$ cat src/rtl/lpe_pkg.sv
// ----------------------------------------------------------------------------
// lpe_pkg
// shared types, widths and coefficient tables of the legendre evaluator
// ----------------------------------------------------------------------------
`default_nettype none

package lpe_pkg;

  localparam int FRAC_BITS_DEF  = 16;
  localparam int MAX_DEGREE_DEF = 8;
  localparam int TOP_DEGREE     = 8;   // last row held in the tables

  localparam int POINT_W  = 18;
  localparam int RESULT_W = 23;
  localparam int DEG_W    = 4;
  localparam int COEF_W   = 18;
  localparam int NCOEF    = 9;
  localparam int SHIFT_W  = 3;

  // accumulator saturates at +-(2^(ACC_W-1) - 1)
  localparam int    ACC_W   = 47;
  localparam longint ACC_LIM = (longint'(1) <<< (ACC_W - 1)) - longint'(1);

  // the accumulator multiply is split into a low unsigned and a high signed slice
  localparam int LO_W  = 24;
  localparam int HI_W  = ACC_W - LO_W;
  localparam int LO_PW = LO_W + 1 + POINT_W;
  localparam int HI_PW = HI_W + POINT_W;

  localparam logic ACTION_VALUE = 1'b0;
  localparam logic ACTION_DERIV = 1'b1;

  typedef logic signed [ACC_W-1:0]   acc_t;
  typedef logic signed [POINT_W-1:0] point_t;
  typedef logic signed [COEF_W-1:0]  coef_t;

  typedef struct packed {
    logic             action;
    logic [DEG_W-1:0] degree;
    logic             bad;
  } lpe_tag_t;

  // coefficients c0..c8, one row per degree
  localparam int VAL_COEF [NCOEF][NCOEF] = '{
    '{1, 0, 0, 0, 0, 0, 0, 0, 0},
    '{0, 1, 0, 0, 0, 0, 0, 0, 0},
    '{-1, 0, 3, 0, 0, 0, 0, 0, 0},
    '{0, -3, 0, 5, 0, 0, 0, 0, 0},
    '{3, 0, -30, 0, 35, 0, 0, 0, 0},
    '{0, 15, 0, -70, 0, 63, 0, 0, 0},
    '{-5, 0, 105, 0, -315, 0, 231, 0, 0},
    '{0, -35, 0, 315, 0, -693, 0, 429, 0},
    '{35, 0, -1260, 0, 6930, 0, -12012, 0, 6435}
  };

  localparam int DER_COEF [NCOEF][NCOEF] = '{
    '{0, 0, 0, 0, 0, 0, 0, 0, 0},
    '{1, 0, 0, 0, 0, 0, 0, 0, 0},
    '{0, 3, 0, 0, 0, 0, 0, 0, 0},
    '{-3, 0, 15, 0, 0, 0, 0, 0, 0},
    '{0, -60, 0, 140, 0, 0, 0, 0, 0},
    '{15, 0, -210, 0, 315, 0, 0, 0, 0},
    '{0, 210, 0, -1260, 0, 1386, 0, 0, 0},
    '{-35, 0, 945, 0, -3465, 0, 3003, 0, 0},
    '{0, -2520, 0, 27720, 0, -72072, 0, 51480, 0}
  };

  // log2 of the power-of-two divisor of each row
  localparam int VAL_SHIFT [NCOEF] = '{0, 0, 1, 1, 3, 3, 4, 4, 7};
  localparam int DER_SHIFT [NCOEF] = '{0, 0, 0, 1, 3, 3, 4, 4, 7};

  function automatic coef_t coef(input logic action, input logic [DEG_W-1:0] degree,
                                 input logic [DEG_W-1:0] k);
    coef_t c;
    c = '0;
    if (degree <= DEG_W'(TOP_DEGREE)) begin
      if (action == ACTION_DERIV) begin
        c = COEF_W'(DER_COEF[degree][k]);
      end else begin
        c = COEF_W'(VAL_COEF[degree][k]);
      end
    end
    return c;
  endfunction

  function automatic logic [SHIFT_W-1:0] div_shift(input logic action,
                                                   input logic [DEG_W-1:0] degree);
    logic [SHIFT_W-1:0] s;
    s = '0;
    if (degree <= DEG_W'(TOP_DEGREE)) begin
      if (action == ACTION_DERIV) begin
        s = SHIFT_W'(DER_SHIFT[degree]);
      end else begin
        s = SHIFT_W'(VAL_SHIFT[degree]);
      end
    end
    return s;
  endfunction

endpackage

`default_nettype wire

$ cat src/rtl/lpe_final.sv
// ----------------------------------------------------------------------------
// lpe_final
// divisor rounding, result saturation and the output register
// ----------------------------------------------------------------------------
`default_nettype none

module lpe_final #(
  parameter int FRAC_BITS = lpe_pkg::FRAC_BITS_DEF
) (
  input  wire logic                          clk,
  input  wire logic                          rst,
  input  wire logic                          in_valid,
  output logic                               in_ready,
  input  wire lpe_pkg::lpe_tag_t             in_tag,
  input  wire lpe_pkg::acc_t                 in_acc,
  output logic                               out_valid,
  input  wire logic                          out_ready,
  output logic [lpe_pkg::RESULT_W-1:0]       result,
  output logic                               bad_degree
);

  localparam int RW = lpe_pkg::ACC_W + 1;
  localparam logic signed [RW-1:0] RES_HI = RW'(36) <<< FRAC_BITS;
  localparam logic signed [RW-1:0] RES_LO = -RES_HI;

  logic [lpe_pkg::SHIFT_W-1:0] sh;
  logic signed [RW-1:0]        v;
  logic signed [RW-1:0]        r;
  logic signed [RW-1:0]        sat;

  always_comb begin
    sh = lpe_pkg::div_shift(in_tag.action, in_tag.degree);
    v  = RW'(in_acc);
    if (sh == '0) begin
      r = v;
    end else begin
      r = (v + (RW'(1) <<< (sh - lpe_pkg::SHIFT_W'(1)))) >>> sh;
    end
    if (r > RES_HI) begin
      sat = RES_HI;
    end else if (r < RES_LO) begin
      sat = RES_LO;
    end else begin
      sat = r;
    end
  end

  assign in_ready = ~out_valid | out_ready;

  always_ff @(posedge clk) begin
    if (rst) begin
      out_valid <= 1'b0;
    end else if (in_ready) begin
      out_valid <= in_valid;
    end
    if (in_ready && in_valid) begin
      bad_degree <= in_tag.bad;
      result     <= in_tag.bad ? '0 : sat[lpe_pkg::RESULT_W-1:0];
    end
  end

endmodule

`default_nettype wire

$ cat config.mk
export PLATFORM = sky130hd
export DESIGN_NAME = lpe_final
export DESIGN_NICKNAME = d
export VERILOG_FILES = /design/src/rtl/lpe_pkg.sv /design/src/rtl/lpe_final.sv
export SDC_FILE = /design/constraint.sdc
export NUM_CORES = 1
export LEC_CHECK = 0
export BUFFER_PORTS_ARGS = -buffer_cell sky130_fd_sc_hd__buf_2
export CELL_PAD_IN_SITES_DETAIL_PLACEMENT = 2
export CELL_PAD_IN_SITES_GLOBAL_PLACEMENT = 2
export CORE_MARGIN = 2
export CORE_UTILIZATION = 34
export DETAILED_ROUTE_END_ITERATION = 12
export HOLD_SLACK_MARGIN = 0.03
export PLACE_DENSITY_LB_ADDON = 0.1
export REMOVE_ABC_BUFFERS = 1
export SYNTH_ARGS = -nofsm -noshare
export SYNTH_HDL_FRONTEND = slang
export SYNTH_SLANG_ARGS = --single-unit
$ cat constraint.sdc
create_clock -name clk -period 9.2 [get_ports clk]
set_input_delay 0.92 -clock clk [delete_from_list [all_inputs] [get_ports clk]]
set_output_delay 0.92 -clock clk [all_outputs]
set_load 0.01 [all_outputs]
==> flow_summary.toml, run 1 <==
[global_route]
grt_overflow = 0
grtUsageTotal_pct = 34.9
grt_pass1_wl_um = 49500
antenna_found_initial = 0
grt_max_degree = 44
grt_pass1_vias = 8107

[route]
routed_wirelength_um = 32400
drt-initial-drc-count = 686
ant_nets = 0
dr_total_vias = 7733
vias_per_cell = 7.15
dr.pass1.iters = 5
drc_errors = 0
avgRoutedWirePerCell_um = 30.0

[cells_and_area]
area_delta_synth_final_pct = 11.3
layout_common_cells = "buf_2, nand2_1, nor2_1"
drive_gt1_share_pct = 18.2
fin_area_sq_um = 6570
nNetsFinal = 928
diodes = 0
final_common_cell = "buf_2"

[die]
dieHeight_um = 136
row_count = 48
io_pins = 83
die_w_um = 136
start_util_pct = 34.5
coreArea_sq_um = 17100
die_area_sq_um = 18400

[clock_network]
clk_path_buf_depth = 2
tritoncts = "built"
insertion_delay_ns = 0.27
holdBufCountCts = 0
cts_sinks = 25
cts.repair.resized = 0
cts_setup_buffers = 0
cts_buffers = 3
htree_num_levels = 1
clk_pin_slew_worst_paths_ns = 0.07
cts_root_buf = "clkbuf_16"

[timing]
fmax_mhz = 128
fin_worst_skew_ns = 0.00389
finalHoldViolations = 0
rsz0062_at_grt = "no"
relSlewSlack_pct = 17.7
period_share_pct = 84.6
max_slew.worst_pin.slew_ns = 1.23
finalCriticalPeriod_ns = 7.79
finalMaxSlewViolations = 0
finalSetupTns_ns = 0
holdWs_ns = 0.552
setup_viol = 0

[hold_path]
hold_path_class = "reg -> reg"

[place]
numPortBuffers = 82
place.gp.congestion = 0.940
hpwl_um = 24900
dpl_cell_area_sq_um = 6480

[synthesis]
synth-seq-area-share_pct = 12.6
synthArstFlopShare_pct = 0
syn_area_sq_um = 5900
synth_edf_count = 24
postSynthAreaPerCell_sq_um = 7.30
synth_top_area_share_pct = 12.2
synth_top_cell_by_area = "edfxtp_1"
synth_top_flop_cell = "edfxtp_1"
synth-seq-cells = 25
synthCells = 809
ys_top_cells_by_area = "edfxtp_1, nand2_1, nor2_1"
yosys_warnings = 0
ys_types = 94

[pwr]
vdd_drop_max_uv = 78.2
powerDensity_nw_per_um2 = 98.4
leakage_nw = 2.35

[job]
drv_cap = 0

[critical_path]
startpoint_type = "input pin"
reg2reg_depth = 2
critPathCaptureType = "flop"
worstPathMaxFanout = 23
worstReg2RegStart = "out_valid"
startpoint = "in_tag[2]"
cp.arrival_ns = 7.87
worstSetupPathType = "in -> reg"
r2r_slack_ns = 7.50
r2r_end = "result[5]"
critPathRequiredTime_ns = 9.28
crit_end = "result[16]"

[status]
status = "finished, final reports clean"
## state kept, by name, indices dropped and copies added (netlist names)
| register | flops |
|---|---|
| result | 23 |
| bad_degree | 1 |
| out_valid | 1 |
## metal layers
metal / part of all wire [%] / global-route usage, %
met5: 0 / 0
met4: 4.7 / 14.1
met3: 6.6 / 3.78
met2: 47 / 58.6
met1: 42 / 45.5
## per-stage QoR
step | cells | power [W] | setup slack (ns) | utilization [%]
floorplan | 752 | 0.000370 | 1.46 | -
detailed placement | 1078 | 0.000533 | 1.45 | 37.9
global placement | 1078 | 0.000519 | 1.76 | 37.9
CTS | 1082 | 0.000634 | 1.71 | 38.4
finish | 1082 | 0.000646 | 1.41 | 38.4
global route | 1082 | 0.000674 | 1.12 | 38.4
## cell type report
type	instances	area, sq um
clock inverters	1	7.51
clock buffers	3	75.1
repair buffers	101	553
well taps	225	282
flip-flops and latches	25	741
fillers	2053	10500
inverters	19	71.3
multi-input cells	708	4840
## worst min path at each step
stage / start / to / slack [ns] / cells after the start
CTS: out_valid / out_valid / 0.56 / 2
global route: out_valid / out_valid / 0.60 / 2
finish: out_valid / out_valid / 0.55 / 2
detailed placement: out_valid / out_valid / 0.55 / 2
floorplan: out_valid / out_valid / 0.59 / 2
global placement: out_valid / out_valid / 0.48 / 2
## critical path: stages
cell	delay, ns
buf_2	0.17
inv_1	0.07
ha_1	0.30
nor2_1	0.20
o31ai_1	0.14
nand2_1	0.09
buf_4	0.31
inv_1	0.11
ha_2	0.40
nor2_1	0.07
ha_1	0.40
a211oi_2	0.36
o22ai_1	0.23
o21ai_1	0.98
nor4b_2	0.14
xnor2_1	0.27
a222oi_1	0.56
nand2_1	0.23
o221a_2	0.27
a2111oi_0	0.51
nand4_1	0.37
or2_4	0.42
a211oi_1	0.30
## cells by family (layout without fill, tap and decap cells)
kind of cell / after synthesis / count (layout) / share of synthesized area [%]
fa+ha+maj: 13 / 13 / 2.88
xor+xnor: 32 / 32 / 4.75
flops: 25 / 25 / 12.6
compound gates: 306 / 306 / 40.8
simple gates: 346 / 346 / 31.5
buf+inv: 76 / 124 / 5.62
mux: 11 / 11 / 1.89
## report_power, final
| group | switching, W | internal, W | leakage [nW] |
|---|---|---|---|
| sequential | 0.00000189 | 0.000131 | 0.246 |
| combinational | 0.000284 | 0.000127 | 2.06 |
| clock | 0.0000424 | 0.0000592 | 0.0371 |
| total | 0.000328 | 0.000318 | 2.35 |
## synth_stat cells, types with 11 or more instances
library cell and n:
a22oi_1 16, a21oi_1 34, and3_1 15, buf_2 13, nor2_1 76, nor4_1 15
inv_1 18, a211oi_1 12, o21ai_0 41, o22ai_1 17, clkbuf_1 33, ha_1 12
o211ai_1 13, nand3_1 34, a31oi_1 18, nor3_1 26, nand2b_1 11, xnor2_1 23
nand2_1 78, a221oi_1 14, nand4_1 23, and2_1 15, edfxtp_1 24
No activity file was read; power rests on OpenSTA's default activity.
==> run 2: changes to the inputs <==
--- a/config.mk
+++ b/config.mk
@@ -5,11 +5,12 @@
 export SDC_FILE = /design/constraint.sdc
 export NUM_CORES = 1
 export LEC_CHECK = 0
+export ABC_AREA = 1
 export BUFFER_PORTS_ARGS = -buffer_cell sky130_fd_sc_hd__buf_2
 export CELL_PAD_IN_SITES_DETAIL_PLACEMENT = 2
 export CELL_PAD_IN_SITES_GLOBAL_PLACEMENT = 2
 export CORE_MARGIN = 2
-export CORE_UTILIZATION = 34
+export CORE_UTILIZATION = 27
 export DETAILED_ROUTE_END_ITERATION = 12
 export HOLD_SLACK_MARGIN = 0.03
 export PLACE_DENSITY_LB_ADDON = 0.1
==> constraint.sdc (replaced) <==
create_clock -name clk -period 6.4 [get_ports clk]
set_input_delay 0.64 -clock clk [delete_from_list [all_inputs] [get_ports clk]]
set_output_delay 0.64 -clock clk [all_outputs]
set_load 0.01 [all_outputs]
==> run 2 against run 1 <==
  * Global-route usage down 9.7 points
  * Cell area up 6.2%
  * Hold slack worse by 0.041 ns
  * Routed wire length down 6.6%
  * Clock skew down 0.0014 ns
  * Setup slack worse by 0.71 ns
  * First-iteration DRC count down 43%
==> flow_summary.toml, run 2 <==
[critical_path]
crit_path_frequent_cell = "nand2_1"
startpoint_type = "input pin"
path_buf_inv = 4
reg2reg_depth = 2
worstSetupPathType = "in -> reg"
cpPeakStageDelay_ns = 0.50
crit_family = "simple AND/OR/NAND/NOR gates"
critPathRequiredTime_ns = 6.52
r2r_slack_ns = 5.27
cp_slowest_cell = "buf_4"
cp_num_cells = 31
worstPathMaxFanout = 55
critPathCaptureType = "flop"
cp.arrival_ns = 5.81

[global_route]
grt_pass1_wl_um = 48300
grt_max_degree = 56
grt_overflow = 0
grt_pass1_vias = 8635
antenna_found_initial = 0
grtUsageTotal_pct = 25.2

[synthesis]
syn_area_sq_um = 6290
synth-seq-area-share_pct = 11.8
synth_top_cell_by_area = "nand2_1"
synthTopCellsByCount = "nand2_1, nand3_1, inv_1"
synthCells = 1237
postSynthAreaPerCell_sq_um = 5.08
synth_top_area_share_pct = 26.8
synthArstFlopShare_pct = 0
synth-seq-cells = 25
ys_types = 40
synth_top_flop_cell = "edfxtp_1"
ys_top_cells_by_area = "nand2_1, nand3_1, edfxtp_1"
yosys_warnings = 0
synth_edf_count = 24
yosysMostFrequentCell = "nand2_1"

[clock_network]
cts_sinks = 25
cts.repair.resized = 0
clk_pin_slew_worst_paths_ns = 0.07
cts_buffers = 3
tritoncts = "built"
holdBufCountCts = 0
clk_path_buf_depth = 2
insertion_delay_ns = 0.27
cts_root_buf = "clkbuf_16"
cts_setup_buffers = 0
htree_num_levels = 1

[place]
numPortBuffers = 82
hpwl_um = 24800
place.gp.congestion = 0.899
post-place-ws_ns = 0.381
dp_cells = 1597

[die]
coreArea_sq_um = 22800
die_w_um = 157
io_pins = 83
start_util_pct = 27.6
die_area_sq_um = 24500
dieHeight_um = 157
row_count = 55

[timing]
period_share_pct = 89.0
rsz0062_at_grt = "no"
max_slew.worst_pin.slew_ns = 0.946
setup_viol = 0
finalCriticalPeriod_ns = 5.70
fmax_mhz = 176
relSlewSlack_pct = 37.0
fin_worst_skew_ns = 0.00251
finalHoldViolations = 0
finalMaxSlewViolations = 0
worst_slack_ns = 0.704

[cells_and_area]
fillers = 3116
fin_cells = 1601
diodes = 0
final_common_cell = "nand2_1"
nNetsFinal = 1359
drive_gt1_share_pct = 10.9
area_delta_synth_final_pct = 11.0
regMostFlops = "result"
layout_common_cells = "nand2_1, nand3_1, inv_1"
largest_reg_flops = 23
top_regs = "result (23), bad_degree (1), out_valid (1)"

[pwr]
powerDensity_nw_per_um2 = 134
vdd_drop_max_uv = 87.5
leakage_nw = 3.78

[route]
vias_per_cell = 5.21
dr_total_vias = 8337
drc_errors = 0
routed_wirelength_um = 30300
dr.pass1.iters = 4
drt-initial-drc-count = 388
ant_nets = 0
avgRoutedWirePerCell_um = 18.9

[job]
drv_cap = 0

[hold_path]
hold_depth = 2
hold_path_class = "reg -> reg"

[status]
status = "finished, final reports clean"
run 2: cell families (layout without fill, tap and decap cells):
group / after synthesis / count (layout) / synth area share (%)
AOI/OAI and AO/OA: 46 / 46 / 4.56
buffers and inverters: 189 / 240 / 13.3
xor gates and xnor gates: 8 / 8 / 1.11
and+or+nand+nor: 955 / 955 / 66.4
adders and majority gates: 13 / 13 / 2.71
muxes: 1 / 1 / 0.159
DFF: 25 / 25 / 11.8
run 2: worst paths after layout:
path,from,end
hold / removal,out_valid,out_valid
hold reg to reg,out_valid,out_valid
setup / recovery,in_tag[2],result[17]
setup reg to reg,out_valid,result[1]
run 2: worst min-delay path: cells and delay by family (launching register included):
| kind | cells | cell delay, ns |
|---|---|---|
| compound gates | 1 | 0.06 |
| flops | 1 | 0.33 |
| simple gates | 1 | 0.08 |
run 2: layout make-up:
type	count	area, sq um	share of cell area, %
multi-input cells	1023	4730	67.9
flip-flops and latches	25	741	10.6
inverters	144	541	7.75
repair buffers	92	485	6.96
well taps	313	392	5.61
clock buffers	3	75.1	1.08
clock inverters	1	7.51	0.108
run 2: metrics by stage:
| step | hold slack, ns | utilization, % | power [W] | area [sq um] | setup TNS [ns] |
|---|---|---|---|---|---|
| after floorplan | 0.577 | - | 0.000582 | 5990 | -72.09 |
| after global placement | 0.499 | 30.3 | 0.000782 | 6890 | 0 |
| after detailed placement | 0.511 | 30.3 | 0.000794 | 6890 | 0 |
| after CTS | 0.518 | 30.6 | 0.000943 | 6980 | 0 |
| after global routing | 0.515 | 30.6 | 0.00103 | 6980 | 0 |
| final | 0.511 | 30.6 | 0.000936 | 6980 | 0 |
run 2: layer usage:
layer  GRT usage (%)  wire (um)
met1            35.1      14800
met2            42.4      13900
met3            3.13       1080
met4            3.76        483
met5               0          0
run 2: where the power goes:
group	leakage [nW]	total, W	switching (W)	internal, W
logic	3.49	0.000593	0.000416	0.000177
registers	0.247	0.000195	0.00000277	0.000192
clock network	0.0371	0.000148	0.0000627	0.0000851
==> run 3: changes to the inputs <==
--- a/config.mk
+++ b/config.mk
@@ -11,8 +11,10 @@
 export CELL_PAD_IN_SITES_GLOBAL_PLACEMENT = 2
 export CORE_MARGIN = 2
 export CORE_UTILIZATION = 27
+export CTS_BUF_LIST = sky130_fd_sc_hd__clkbuf_16
 export DETAILED_ROUTE_END_ITERATION = 12
 export HOLD_SLACK_MARGIN = 0.03
+export MAX_ROUTING_LAYER = met4
 export PLACE_DENSITY_LB_ADDON = 0.1
 export REMOVE_ABC_BUFFERS = 1
 export SYNTH_ARGS = -nofsm -noshare
==> run 3 against run 2 <==
  * First-iteration DRC count down 1.0%
  * Setup slack worse by 0.038 ns
  * Die area unchanged
  * Sequential power is essentially flat
  * Total power about the same
  * Hold slack barely moved
  * Clock power about the same
  * Sequential cell count is the same
  * Global-route usage increased by 0.74 points
  * Register-to-register slack about the same
  * Critical path type unchanged
  * Largest cell class unchanged
  * Highest routed layer unchanged
==> flow_summary.toml, run 3 (synthesis gave the netlist of run 2 again) <==
[critical_path]
cp_slowest_cell = "buf_4"
crit_path_frequent_cell = "nand2_1"
r2r_slack_ns = 5.27
critPathCaptureType = "flop"
worstPathMaxFanout = 55
cpPeakStageDelay_ns = 0.52
critPathRequiredTime_ns = 6.52
startpoint_type = "input pin"
cp.arrival_ns = 5.85
worstSetupPathType = "in -> reg"

[cells_and_area]
top_regs = "result (23), bad_degree (1), out_valid (1)"
largest_reg_flops = 23
multiInputGateArea_sq_um = 4730
regMostFlops = "result"
area_delta_synth_final_pct = 11.0
layout_common_cells = "nand2_1, nand3_1, inv_1"
fillers = 3116
seq_area_sq_um = 741
fin_area_sq_um = 6980
diodes = 0
drive_gt1_share_pct = 10.9
final_common_cell = "nand2_1"
nNetsFinal = 1359

[global_route]
grt_overflow = 0
grt_max_degree = 56
grt_pass1_vias = 8628
grtUsageTotal_pct = 25.9
grt_pass1_wl_um = 48300
antenna_found_initial = 0

[die]
row_count = 55
dieHeight_um = 157
die_area_sq_um = 24500
coreArea_sq_um = 22800
start_util_pct = 27.6
die_w_um = 157
io_pins = 83

[timing]
finalCriticalPeriod_ns = 5.73
relSlewSlack_pct = 36.1
finalMaxSlewViolations = 0
setup_viol = 0
rsz0062_at_grt = "no"
holdWs_ns = 0.511
period_share_pct = 89.6
finalHoldViolations = 0
max_slew.worst_pin.slew_ns = 0.959
fin_worst_skew_ns = 0.00444
fmax_mhz = 174
worst_slack_ns = 0.667

[route]
dr_total_vias = 8318
vias_per_cell = 5.20
ant_nets = 0
drt-initial-drc-count = 384
dr.pass1.iters = 4
routed_wirelength_um = 30300
avgRoutedWirePerCell_um = 18.9
drc_errors = 0

[pwr]
pwr-share-comb_pct = 63.4
intPower_w = 0.000454
swShare_pct = 51.5
powerDensity_nw_per_um2 = 134
seqPwrFrac_pct = 20.8
clkPwrFrac_pct = 15.8
vdd_drop_max_uv = 87.8
power_switching_w = 0.000482
finalPower_w = 0.000936
leakage_nw = 3.78

[clock_network]
holdBufCountCts = 0
cts_sinks = 25
tritoncts = "built"
cts.repair.resized = 0
cts_root_buf = "clkbuf_16"
clk_pin_slew_worst_paths_ns = 0.07
cts_buffers = 3
cts_setup_buffers = 0
htree_num_levels = 1
insertion_delay_ns = 0.27
clk_path_buf_depth = 2

[place]
place.gp.congestion = 0.914
hpwl_um = 24800
numPortBuffers = 82
dpl_cell_area_sq_um = 6890
post-place-ws_ns = 0.381

[job]
drv_cap = 0

[status]
status = "finished, final reports clean"

[hold_path]
hold_path_class = "reg -> reg"
[run 3: cell counts in the layout (fill, tap and decap cells not counted)]
No cell type changed its count.
[run 3: critical path: cells and delay by family]
family / cells / cell delay, ns
AOI/OAI and AO/OA: 1 / 0.21
adders and majority gates: 2 / 0.49
and+or+nand+nor: 24 / 3.71
buffers and inverters: 4 / 0.78
[run 3: path summary, 6_finish.rpt]
path,startpoint,to,depth (start not counted)
worst max-delay path,in_tag[2],result[9],31
worst min-delay path,out_valid,out_valid,2
worst max register to register,out_valid,result[1],2
worst min register to register,out_valid,out_valid,2
[run 3: per-layer routing]
layer / vias to the layer above / track usage, % / share of wire, %
met5: - / - / 0
met4: 0 / 3.80 / 1.5
met3: 22 / 3.13 / 3.7
met2: 125 / 42.3 / 46
met1: 4075 / 35.1 / 49
li1: 4096 / - / -
[run 3: final cells by class]
type / instances / share of cell area, %
multi-input combinational: 1023 / 67.9
sequential: 25 / 10.6
inverter: 144 / 7.75
timing repair buffer: 92 / 6.96
tap: 313 / 5.61
clock buffer: 3 / 1.08
clock inverter: 1 / 0.108
[run 3: power by group through the flow]
| stage | sequential [W] | combinational, W | clock [W] |
|---|---|---|---|
| 5_1_grt | 0.000196 | 0.000674 | 0.000156 |
| 3_5_place_dp | 0.000199 | 0.000596 | 0 |
| 3_3_place_gp | 0.000198 | 0.000584 | 0 |
| 6_report | 0.000195 | 0.000594 | 0.000147 |
| 2_1_floorplan | 0.000205 | 0.000377 | 0 |
| 4_1_cts | 0.000195 | 0.000598 | 0.000150 |
[run 3: through the flow]
step	cells	setup TNS (ns)	util (%)
global placement	1597	0	30.3
detailed placement	1597	0	30.3
global route	1601	0	30.6
floorplan	1192	-72.09	-
finish	1601	0	30.6
CTS	1601	0	30.6
